==> src/rtl/qoi_pkg.sv <==
// Shared types, constants and the palette hash of the QOI stream decoder.
package qoi_pkg;

  localparam int CHAN_W         = 8;
  localparam int PIXEL_W        = 4 * CHAN_W;
  localparam int SLOT_W         = 6;
  localparam int PALETTE_DEPTH  = 1 << SLOT_W;
  localparam int RUN_W          = 6;
  localparam int PEND_W         = 3;
  localparam int COUNT_W        = 32;
  localparam int FIFO_DEPTH_DEF = 4;

  localparam logic [CHAN_W-1:0]  TAG_RGB      = 8'hfe;
  localparam logic [CHAN_W-1:0]  TAG_RGBA     = 8'hff;
  localparam logic [1:0]         OP_INDEX     = 2'b00;
  localparam logic [1:0]         OP_DIFF      = 2'b01;
  localparam logic [1:0]         OP_LUMA      = 2'b10;
  localparam logic [1:0]         OP_RUN       = 2'b11;
  localparam logic [PEND_W-1:0]  PEND_RGB     = 3'd3;
  localparam logic [PEND_W-1:0]  PEND_RGBA    = 3'd4;
  localparam logic [PEND_W-1:0]  PEND_LUMA    = 3'd1;
  localparam logic [PIXEL_W-1:0] PIXEL_RESET  = 32'h0000_00ff;
  localparam logic [CHAN_W-1:0]  DIFF_BIAS    = 8'd2;
  localparam logic [CHAN_W-1:0]  LUMA_BIAS_G  = 8'd32;
  localparam logic [CHAN_W-1:0]  LUMA_BIAS_RB = 8'd40;

  typedef enum logic [2:0] {
    KIND_RGB,
    KIND_RGBA,
    KIND_INDEX,
    KIND_DIFF,
    KIND_LUMA,
    KIND_RUN
  } chunk_kind_t;

  typedef enum logic [2:0] {
    B_IDLE,
    B_FETCH,
    B_CALC,
    B_WRITE,
    B_EMIT
  } back_state_t;

  typedef struct packed {
    logic               clear;
    logic               emit;
    chunk_kind_t        kind;
    logic [CHAN_W-1:0]  tag;
    logic [PIXEL_W-1:0] collect;
    logic [RUN_W-1:0]   count;
    logic               done;
  } chunk_t;

  typedef struct packed {
    logic [CHAN_W-1:0] red;
    logic [CHAN_W-1:0] green;
    logic [CHAN_W-1:0] blue;
    logic [CHAN_W-1:0] alpha;
    logic              last_of_run;
    logic              image_done;
  } pixel_out_t;

  function automatic logic [SLOT_W-1:0] slot_of(input logic [PIXEL_W-1:0] px);
    logic [SLOT_W-1:0] r;
    logic [SLOT_W-1:0] g;
    logic [SLOT_W-1:0] b;
    logic [SLOT_W-1:0] a;
    logic [SLOT_W-1:0] s;
    r = px[3*CHAN_W +: SLOT_W];
    g = px[2*CHAN_W +: SLOT_W];
    b = px[CHAN_W +: SLOT_W];
    a = px[0 +: SLOT_W];
    s = r * 6'd3 + g * 6'd5 + b * 6'd7 + a * 6'd11;
    return s;
  endfunction

endpackage

==> src/rtl/qoi_stream_decoder.sv <==
// QOI chunk-stream decoder: top level joining front end, chunk queue and back end.
//
// Input: one stream byte per beat (data_byte, first_byte set on the first byte
// of an image after its header), taken when push is high and full is low.
// Output: one pixel per beat (red, green, blue, alpha, last_of_run,
// image_done), offered while empty is low and taken when pop is high.
// Configuration: cfg_write loads cfg_data into the pixel limit (width times
// height) at once; write it only between images.
// The front end takes one byte every cycle while its chunk queue has room.
// Each pixel-producing chunk takes the back end through queue pop, palette
// read, pixel build and palette write, then through one emission per pixel;
// the back end takes no new chunk until the last pixel of a run is emitted.
// A stalled receiver holds the pixel on the ports; the back end waits and the
// queue fills, after which full rises and input bytes are held off.
// Reset clears the queue, the pixel limit (no output until it is written), the
// previous pixel to opaque black and the palette valid bits; no clearing pass.
module qoi_stream_decoder #(
  parameter int FIFO_DEPTH = qoi_pkg::FIFO_DEPTH_DEF
) (
  input  logic                        clk,
  input  logic                        rst,
  input  logic                        push,
  output logic                        full,
  input  logic [qoi_pkg::CHAN_W-1:0]  data_byte,
  input  logic                        first_byte,
  output logic                        empty,
  input  logic                        pop,
  output logic [qoi_pkg::CHAN_W-1:0]  red,
  output logic [qoi_pkg::CHAN_W-1:0]  green,
  output logic [qoi_pkg::CHAN_W-1:0]  blue,
  output logic [qoi_pkg::CHAN_W-1:0]  alpha,
  output logic                        last_of_run,
  output logic                        image_done,
  input  logic                        cfg_write,
  input  logic [qoi_pkg::COUNT_W-1:0] cfg_data
);

  qoi_pkg::chunk_t     fq_entry, fq_head;
  qoi_pkg::pixel_out_t out_pixel;
  logic                fq_push, fq_pop, fq_full, fq_empty, out_valid;

  qoi_front u_front (
    .clk       (clk),
    .rst       (rst),
    .push      (push),
    .data_byte (data_byte),
    .first_byte(first_byte),
    .cfg_write (cfg_write),
    .cfg_data  (cfg_data),
    .fq_full   (fq_full),
    .fq_push   (fq_push),
    .fq_entry  (fq_entry)
  );

  qoi_fifo #(
    .DEPTH(FIFO_DEPTH)
  ) u_fifo (
    .clk      (clk),
    .rst      (rst),
    .push     (fq_push),
    .push_data(fq_entry),
    .pop      (fq_pop),
    .head     (fq_head),
    .full     (fq_full),
    .empty    (fq_empty)
  );

  qoi_back u_back (
    .clk      (clk),
    .rst      (rst),
    .fq_empty (fq_empty),
    .fq_head  (fq_head),
    .fq_pop   (fq_pop),
    .pop      (pop),
    .out_valid(out_valid),
    .out_pixel(out_pixel)
  );

  assign full        = fq_full;
  assign empty       = !out_valid;
  assign red         = out_pixel.red;
  assign green       = out_pixel.green;
  assign blue        = out_pixel.blue;
  assign alpha       = out_pixel.alpha;
  assign last_of_run = out_pixel.last_of_run;
  assign image_done  = out_pixel.image_done;

endmodule

==> src/rtl/qoi_ram.sv <==
// Generic single-write, single-read RAM with registered read data.
module qoi_ram #(
  parameter int WIDTH = 32,
  parameter int DEPTH = 64
) (
  input  logic                     clk,
  input  logic                     we,
  input  logic [$clog2(DEPTH)-1:0] waddr,
  input  logic [WIDTH-1:0]         wdata,
  input  logic [$clog2(DEPTH)-1:0] raddr,
  output logic [WIDTH-1:0]         rdata
);

  logic [WIDTH-1:0] mem [DEPTH];

  always_ff @(posedge clk) begin
    if (we) begin
      mem[waddr] <= wdata;
    end
    rdata <= mem[raddr];
  end

endmodule

==> src/rtl/qoi_front.sv <==
// Front end: byte intake, chunk collection, classification and pixel counting.
module qoi_front (
  input  logic                            clk,
  input  logic                            rst,
  input  logic                            push,
  input  logic [qoi_pkg::CHAN_W-1:0]      data_byte,
  input  logic                            first_byte,
  input  logic                            cfg_write,
  input  logic [qoi_pkg::COUNT_W-1:0]     cfg_data,
  input  logic                            fq_full,
  output logic                            fq_push,
  output qoi_pkg::chunk_t                 fq_entry
);

  logic [qoi_pkg::COUNT_W-1:0] pixel_limit;
  logic [qoi_pkg::PIXEL_W-1:0] collect, collect_next, collect_eff;
  logic [qoi_pkg::PEND_W-1:0]  pending, pending_next, pending_eff;
  logic [qoi_pkg::CHAN_W-1:0]  tag, tag_next, tag_eff;
  logic [qoi_pkg::COUNT_W-1:0] emitted, emitted_next, emitted_eff;
  logic                        accept;
  logic                        live;
  logic                        complete;
  logic [qoi_pkg::CHAN_W-1:0]  ctag;
  logic [qoi_pkg::PIXEL_W-1:0] ccollect;
  qoi_pkg::chunk_kind_t        kind;
  logic [qoi_pkg::RUN_W-1:0]   n_raw, n_clip;
  logic [qoi_pkg::COUNT_W-1:0] left;

  assign accept      = push && !fq_full;
  assign pending_eff = first_byte ? '0 : pending;
  assign emitted_eff = first_byte ? '0 : emitted;
  assign collect_eff = first_byte ? '0 : collect;
  assign tag_eff     = first_byte ? '0 : tag;
  assign live        = emitted_eff < pixel_limit;

  always_comb begin
    collect_next = collect_eff;
    pending_next = pending_eff;
    tag_next     = tag_eff;
    complete     = 1'b0;
    ctag         = data_byte;
    ccollect     = '0;
    if (live) begin
      if (pending_eff == '0) begin
        tag_next     = data_byte;
        collect_next = '0;
        if (data_byte == qoi_pkg::TAG_RGB) begin
          pending_next = qoi_pkg::PEND_RGB;
        end else if (data_byte == qoi_pkg::TAG_RGBA) begin
          pending_next = qoi_pkg::PEND_RGBA;
        end else if (data_byte[7:6] == qoi_pkg::OP_LUMA) begin
          pending_next = qoi_pkg::PEND_LUMA;
        end else begin
          complete = 1'b1;
        end
      end else begin
        collect_next = {collect_eff[qoi_pkg::PIXEL_W-qoi_pkg::CHAN_W-1:0], data_byte};
        pending_next = pending_eff - 1'b1;
        complete     = (pending_eff == qoi_pkg::PEND_LUMA);
        ctag         = tag_eff;
        ccollect     = collect_next;
      end
    end
  end

  always_comb begin
    if (ctag == qoi_pkg::TAG_RGB) begin
      kind = qoi_pkg::KIND_RGB;
    end else if (ctag == qoi_pkg::TAG_RGBA) begin
      kind = qoi_pkg::KIND_RGBA;
    end else begin
      case (ctag[7:6])
        qoi_pkg::OP_INDEX: kind = qoi_pkg::KIND_INDEX;
        qoi_pkg::OP_DIFF:  kind = qoi_pkg::KIND_DIFF;
        qoi_pkg::OP_LUMA:  kind = qoi_pkg::KIND_LUMA;
        default:           kind = qoi_pkg::KIND_RUN;
      endcase
    end
  end

  assign n_raw  = (kind == qoi_pkg::KIND_RUN) ? ctag[qoi_pkg::RUN_W-1:0] + 1'b1
                                              : qoi_pkg::RUN_W'(1);
  assign left   = pixel_limit - emitted_eff;
  assign n_clip = (left < qoi_pkg::COUNT_W'(n_raw)) ? left[qoi_pkg::RUN_W-1:0] : n_raw;

  always_comb begin
    emitted_next = emitted_eff;
    if (complete) begin
      emitted_next = emitted_eff + qoi_pkg::COUNT_W'(n_clip);
    end
  end

  assign fq_push          = accept && (first_byte || complete);
  assign fq_entry.clear   = first_byte;
  assign fq_entry.emit    = complete;
  assign fq_entry.kind    = kind;
  assign fq_entry.tag     = ctag;
  assign fq_entry.collect = ccollect;
  assign fq_entry.count   = n_clip;
  assign fq_entry.done    = (qoi_pkg::COUNT_W'(n_clip) == left);

  always_ff @(posedge clk) begin
    if (rst) begin
      pixel_limit <= '0;
      collect     <= '0;
      pending     <= '0;
      tag         <= '0;
      emitted     <= '0;
    end else begin
      if (cfg_write) begin
        pixel_limit <= cfg_data;
      end
      if (accept) begin
        collect <= collect_next;
        pending <= pending_next;
        tag     <= tag_next;
        emitted <= emitted_next;
      end
    end
  end

endmodule

==> src/rtl/qoi_fifo.sv <==
// Short chunk queue between the front end and the pixel back end.
module qoi_fifo #(
  parameter int DEPTH = qoi_pkg::FIFO_DEPTH_DEF
) (
  input  logic            clk,
  input  logic            rst,
  input  logic            push,
  input  qoi_pkg::chunk_t push_data,
  input  logic            pop,
  output qoi_pkg::chunk_t head,
  output logic            full,
  output logic            empty
);

  localparam int PTR_W = $clog2(DEPTH);
  localparam int CNT_W = $clog2(DEPTH + 1);

  qoi_pkg::chunk_t   slots [DEPTH];
  logic [PTR_W-1:0]  wr_ptr, rd_ptr;
  logic [CNT_W-1:0]  fill;
  logic              do_push, do_pop;

  assign full    = (fill == CNT_W'(DEPTH));
  assign empty   = (fill == '0);
  assign do_push = push && !full;
  assign do_pop  = pop && !empty;
  assign head    = slots[rd_ptr];

  always_ff @(posedge clk) begin
    if (do_push) begin
      slots[wr_ptr] <= push_data;
    end
  end

  always_ff @(posedge clk) begin
    if (rst) begin
      wr_ptr <= '0;
      rd_ptr <= '0;
      fill   <= '0;
    end else begin
      if (do_push) begin
        wr_ptr <= (wr_ptr == PTR_W'(DEPTH - 1)) ? '0 : wr_ptr + 1'b1;
      end
      if (do_pop) begin
        rd_ptr <= (rd_ptr == PTR_W'(DEPTH - 1)) ? '0 : rd_ptr + 1'b1;
      end
      if (do_push && !do_pop) begin
        fill <= fill + 1'b1;
      end else if (do_pop && !do_push) begin
        fill <= fill - 1'b1;
      end
    end
  end

endmodule

==> src/rtl/qoi_back.sv <==
// Back end: pixel reconstruction, palette upkeep and pixel output register.
module qoi_back (
  input  logic                clk,
  input  logic                rst,
  input  logic                fq_empty,
  input  qoi_pkg::chunk_t     fq_head,
  output logic                fq_pop,
  input  logic                pop,
  output logic                out_valid,
  output qoi_pkg::pixel_out_t out_pixel
);

  localparam int CW = qoi_pkg::CHAN_W;

  qoi_pkg::back_state_t state, state_next;
  qoi_pkg::chunk_t      entry;
  logic [qoi_pkg::PIXEL_W-1:0]       prev, px, px_calc, ram_q;
  logic [qoi_pkg::RUN_W-1:0]         count;
  logic [qoi_pkg::PALETTE_DEPTH-1:0] valid;
  logic                              ram_we;
  logic                              load;
  logic [CW-1:0] pr, pg, pb, pa, dg;
  logic [CW-1:0] cr, cb;

  assign pr = prev[3*CW +: CW];
  assign pg = prev[2*CW +: CW];
  assign pb = prev[CW +: CW];
  assign pa = prev[0 +: CW];
  assign dg = CW'(entry.tag[5:0]);
  assign cr = CW'(entry.collect[7:4]);
  assign cb = CW'(entry.collect[3:0]);

  qoi_ram #(
    .WIDTH(qoi_pkg::PIXEL_W),
    .DEPTH(qoi_pkg::PALETTE_DEPTH)
  ) u_palette (
    .clk  (clk),
    .we   (ram_we),
    .waddr(qoi_pkg::slot_of(px)),
    .wdata(px),
    .raddr(entry.tag[qoi_pkg::SLOT_W-1:0]),
    .rdata(ram_q)
  );

  always_comb begin
    case (entry.kind)
      qoi_pkg::KIND_RGB:   px_calc = {entry.collect[3*CW-1:0], pa};
      qoi_pkg::KIND_RGBA:  px_calc = entry.collect;
      qoi_pkg::KIND_INDEX: px_calc = valid[entry.tag[qoi_pkg::SLOT_W-1:0]] ? ram_q : '0;
      qoi_pkg::KIND_DIFF:  px_calc = {pr + CW'(entry.tag[5:4]) - qoi_pkg::DIFF_BIAS,
                                      pg + CW'(entry.tag[3:2]) - qoi_pkg::DIFF_BIAS,
                                      pb + CW'(entry.tag[1:0]) - qoi_pkg::DIFF_BIAS,
                                      pa};
      qoi_pkg::KIND_LUMA:  px_calc = {pr + dg + cr - qoi_pkg::LUMA_BIAS_RB,
                                      pg + dg - qoi_pkg::LUMA_BIAS_G,
                                      pb + dg + cb - qoi_pkg::LUMA_BIAS_RB,
                                      pa};
      default:             px_calc = prev;
    endcase
  end

  always_comb begin
    state_next = state;
    case (state)
      qoi_pkg::B_IDLE: begin
        if (!fq_empty && fq_head.emit) begin
          state_next = qoi_pkg::B_FETCH;
        end
      end
      qoi_pkg::B_FETCH: state_next = qoi_pkg::B_CALC;
      qoi_pkg::B_CALC:  state_next = qoi_pkg::B_WRITE;
      qoi_pkg::B_WRITE: state_next = qoi_pkg::B_EMIT;
      qoi_pkg::B_EMIT: begin
        if (load && count == qoi_pkg::RUN_W'(1)) begin
          state_next = qoi_pkg::B_IDLE;
        end
      end
      default: state_next = qoi_pkg::B_IDLE;
    endcase
  end

  always_comb begin
    fq_pop = 1'b0;
    ram_we = 1'b0;
    load   = 1'b0;
    case (state)
      qoi_pkg::B_IDLE:  fq_pop = !fq_empty;
      qoi_pkg::B_WRITE: ram_we = 1'b1;
      qoi_pkg::B_EMIT:  load   = !out_valid || pop;
      default: ;
    endcase
  end

  always_ff @(posedge clk) begin
    if (rst) begin
      state     <= qoi_pkg::B_IDLE;
      valid     <= '0;
      prev      <= qoi_pkg::PIXEL_RESET;
      count     <= '0;
      out_valid <= 1'b0;
    end else begin
      state <= state_next;
      if (fq_pop && fq_head.clear) begin
        valid <= '0;
        prev  <= qoi_pkg::PIXEL_RESET;
      end
      if (state == qoi_pkg::B_CALC) begin
        prev  <= px_calc;
        count <= entry.count;
      end
      if (ram_we) begin
        valid[qoi_pkg::slot_of(px)] <= 1'b1;
      end
      if (load) begin
        count     <= count - 1'b1;
        out_valid <= 1'b1;
      end else if (pop) begin
        out_valid <= 1'b0;
      end
    end
  end

  always_ff @(posedge clk) begin
    if (fq_pop) begin
      entry <= fq_head;
    end
    if (state == qoi_pkg::B_CALC) begin
      px <= px_calc;
    end
    if (load) begin
      out_pixel.red         <= px[3*CW +: CW];
      out_pixel.green       <= px[2*CW +: CW];
      out_pixel.blue        <= px[CW +: CW];
      out_pixel.alpha       <= px[0 +: CW];
      out_pixel.last_of_run <= (count == qoi_pkg::RUN_W'(1));
      out_pixel.image_done  <= entry.done && (count == qoi_pkg::RUN_W'(1));
    end
  end

  a_emit_count: assert property (@(posedge clk) disable iff (rst)
    (state == qoi_pkg::B_EMIT) |-> (count != '0))
    else $error("pixel emission with zero count");

  a_done_last: assert property (@(posedge clk) disable iff (rst)
    (out_valid && out_pixel.image_done) |-> out_pixel.last_of_run)
    else $error("image end not on last pixel of a chunk");

  a_write_then_emit: assert property (@(posedge clk) disable iff (rst)
    (state == qoi_pkg::B_WRITE) |=> (state == qoi_pkg::B_EMIT))
    else $error("palette write not followed by emission");

  a_pop_idle: assert property (@(posedge clk) disable iff (rst)
    fq_pop |-> (state == qoi_pkg::B_IDLE && !fq_empty))
    else $error("chunk taken outside idle");

endmodule
==> config.mk <==
export PLATFORM = sky130hd
export DESIGN_NAME = qoi_stream_decoder
export DESIGN_NICKNAME = d
export VERILOG_FILES = /design/src/rtl/qoi_pkg.sv /design/src/rtl/qoi_stream_decoder.sv /design/src/rtl/qoi_ram.sv /design/src/rtl/qoi_front.sv /design/src/rtl/qoi_fifo.sv /design/src/rtl/qoi_back.sv
export SDC_FILE = /design/constraint.sdc
export NUM_CORES = 2
export LEC_CHECK = 0
export BUFFER_PORTS_ARGS = -buffer_cell sky130_fd_sc_hd__buf_2
export CAP_MARGIN = 10
export CORE_MARGIN = 5
export CORE_UTILIZATION = 60
export CTS_BUF_LIST = sky130_fd_sc_hd__clkbuf_4 sky130_fd_sc_hd__clkbuf_8
export CTS_CLUSTER_DIAMETER = 200
export DETAILED_ROUTE_END_ITERATION = 12
export PLACE_DENSITY = 0.87
export SLEW_MARGIN = 20
export SYNTH_ARGS = -nofsm -noshare
export SYNTH_HDL_FRONTEND = slang
export SYNTH_HIERARCHICAL = 1
export SYNTH_SLANG_ARGS = --single-unit
export TNS_END_PERCENT = 50
==> constraint.sdc <==
create_clock -name clk -period 19.58 [get_ports clk]
set_clock_uncertainty 0.15 [all_clocks]
set_input_delay 0.979 -clock clk [delete_from_list [all_inputs] [get_ports clk]]
set_output_delay 0.979 -clock clk [all_outputs]
set_load 0.005 [all_outputs]
==> results.md <==
* Gpl congestion at 0.917
* Syn Inst Count at 5863
* Post-layout minimum cycle time at ~11 ns
* Max-Cap Viols at 0
* Largest fanout on the critical path at 62
* Die area at 185000 sq um
* WL/cell at 32.5 um
* Mapped Area at 106000 sq um
* WP data required at about 20 ns
* Initial antenna violation count at 14
* Largest net degree at the start of global routing at 114
* Overall routing resource usage at 30.9%
* Final setup TNS at 0 ns
* Worst setup EP type: flop
* Core area at about 180000 sq um
* Status: finished clean
* CTS Buf Count at 401
* Slew HR at between 10% and 20%
* Peak VDD IR at 539 uV
* Placed Area at roughly 110000 sq um
* 1st-iter DRT viols at 10163
* Die X at approximately 430 um
* Overflow after GRT at 0
* Max Transition Viols Final at 0
* Yosys warning total at 6
* DR DRC count at 0
* Fmax at 95.2 MHz
* Routed vias at 61230
* Crit path launch type: primary input
* Crit-path slowest cell: o21bai_1
* Post-CTS Setup Bufs at 0
* Post-Syn Nets at between 6000 and 7000
* Vias per cell at 6.88
* Row count at ~150
* Clock root buffer: clkbuf_8
* Die height at 430 um
* Starting Density at 60.3%
* CTS clk-pin slew, worst paths at ~0.06 ns
* WS Path Type: in2reg
* Worst-Margin Slew at 1.30 ns
* Area grow syn2layout at 11.5%
* Tcrit/Tclk final at 53.7%
* Hpwl dp at 160 mm
* Htree depth at 5
* Port buffer count at 81
* Unrepaired setup endpoints after global routing: false
* Clock buffer depth at 4
* Tightest Hold Check Type: in2reg
* Vias in the first global route at 62046
* IO Count at 82
* Final Hold Viols at 0
* CTS tree: built
* Hold WS at ~0.13 ns
* Share of post-route cells with drive strength above 1 at around 25%
* First-pass GRT wire length at 416 mm
* DRT Wirelength at between 200 and 300 mm
* Mapped Avg Cell Area at roughly 18 sq um
* Static Leak at 38.9 nW
* Fin nets at between 6000 and 7000
* Worst skew pair latency at 1.14 ns
* Pre-Repair DR Iteration Count at 9
* PD cells at 178 nW/um^2
* Arr. time, crit path at 11.29 ns
* CTS sink cnt at 2608
* DRT antenna net count at 0
* Final instance area at 118000 sq um
* Final Setup Violations at 0
* Worst path max stage delay at 0.81 ns
layout by cell type, fill, tap and decap left out, types with 113 or more instances in the layout:
cell	count
edfxtp_1	2362
mux4_2	612
clkbuf_8	426
nor2_1	399
dfxtp_1	244
a21oi_1	229
buf_4	163
nand2_1	153
mux2i_1	148
inv_1	147
ha_1	138
o21ai_0	125
clkbuf_4	122
o22ai_1	113
worst max-delay path, delay by kind of cell:
| family | cells | cell delay, ns |
|---|---|---|
| simple gates | 14 | 4.08 |
| xor+xnor | 1 | 0.17 |
| fa+ha+maj | 5 | 1.69 |
| compound gates | 9 | 2.40 |
| buf+inv | 6 | 0.84 |
| mux | 2 | 1.06 |
area by class of cell:
class | count | area, sq um
repair buffers | 286 | 2120
inverters | 150 | 568
clock buffers | 548 | 6780
clock inverters | 163 | 1210
flip-flops and latches | 2608 | 75900
well taps | 2340 | 2930
fillers | 10007 | 57700
diodes | 6 | 15.0
multi-input cells | 2797 | 28800
state kept, by name, summed over array words and instances, names as in the netlist, 4 cells and up, named ones only:
| signal | count |
|---|---|
| u_back/u_palette/rdata | 32 |
| u_back/out_pixel | 34 |
| u_front/tag | 8 |
| u_back/px | 32 |
| u_back/dg | 6 |
| u_fifo/slots | 200 |
| u_back/u_palette/mem | 2048 |
| u_back/prev | 32 |
| u_front/emitted | 32 |
| u_back/valid | 64 |
| u_front/collect | 24 |
| u_back/cr | 4 |
| u_back/entry | 34 |
| u_back/count | 6 |
| u_back/cb | 4 |
| u_front/pixel_limit | 32 |
metrics by stage:
stage / setup slack (ns) / utilization, % / total power (W) / cells
global placement: 8.25 / 62.4 / 0.0155 / 8143
finish: 9.07 / 67.2 / 0.0211 / 8898
detailed placement: 8.06 / 62.4 / 0.0160 / 8143
CTS: 9.18 / 67.1 / 0.0206 / 8887
global route: 8.38 / 67.2 / 0.0217 / 8895
floorplan: 10.13 / - / 0.0124 / 5863
power breakdown:
group	internal [W]	total, W	switching (W)
Combinational	0.00280	0.00958	0.00679
Sequential	0.00671	0.00691	0.000198
Clock	0.00248	0.00459	0.00211
Total	0.0120	0.0211	0.00909
per-layer routing:
metal  up-vias  routed length [um]  GRT usage, %
met5         -                 124             0
met4        14               20400          18.7
met3      1170               40600          9.84
met2      5471              136000          47.8
met1     30277               92100          38.5
li1      24298                   -             -
what timing repair did:
item,4_1_cts,5_1_grt
hold buffers,33,0
resized for setup,0,0
hold endpoints to repair,36,0
path summary, 6_finish.rpt:
| kind | from | cells past startpoint | endpoint | slack [ns] |
|---|---|---|---|---|
| max | first_byte | 37 | u_front/emitted[28] | 9.07 |
| min | data_byte[1] | 3 | u_front/collect[1] | 0.13 |
| max reg2reg | u_front/emitted[19] | 35 | u_front/emitted[28] | 9.10 |
| min reg2reg | u_front/emitted[0] | 2 | u_front/emitted[0] | 0.34 |
Power figures use the tool's default switching activity.
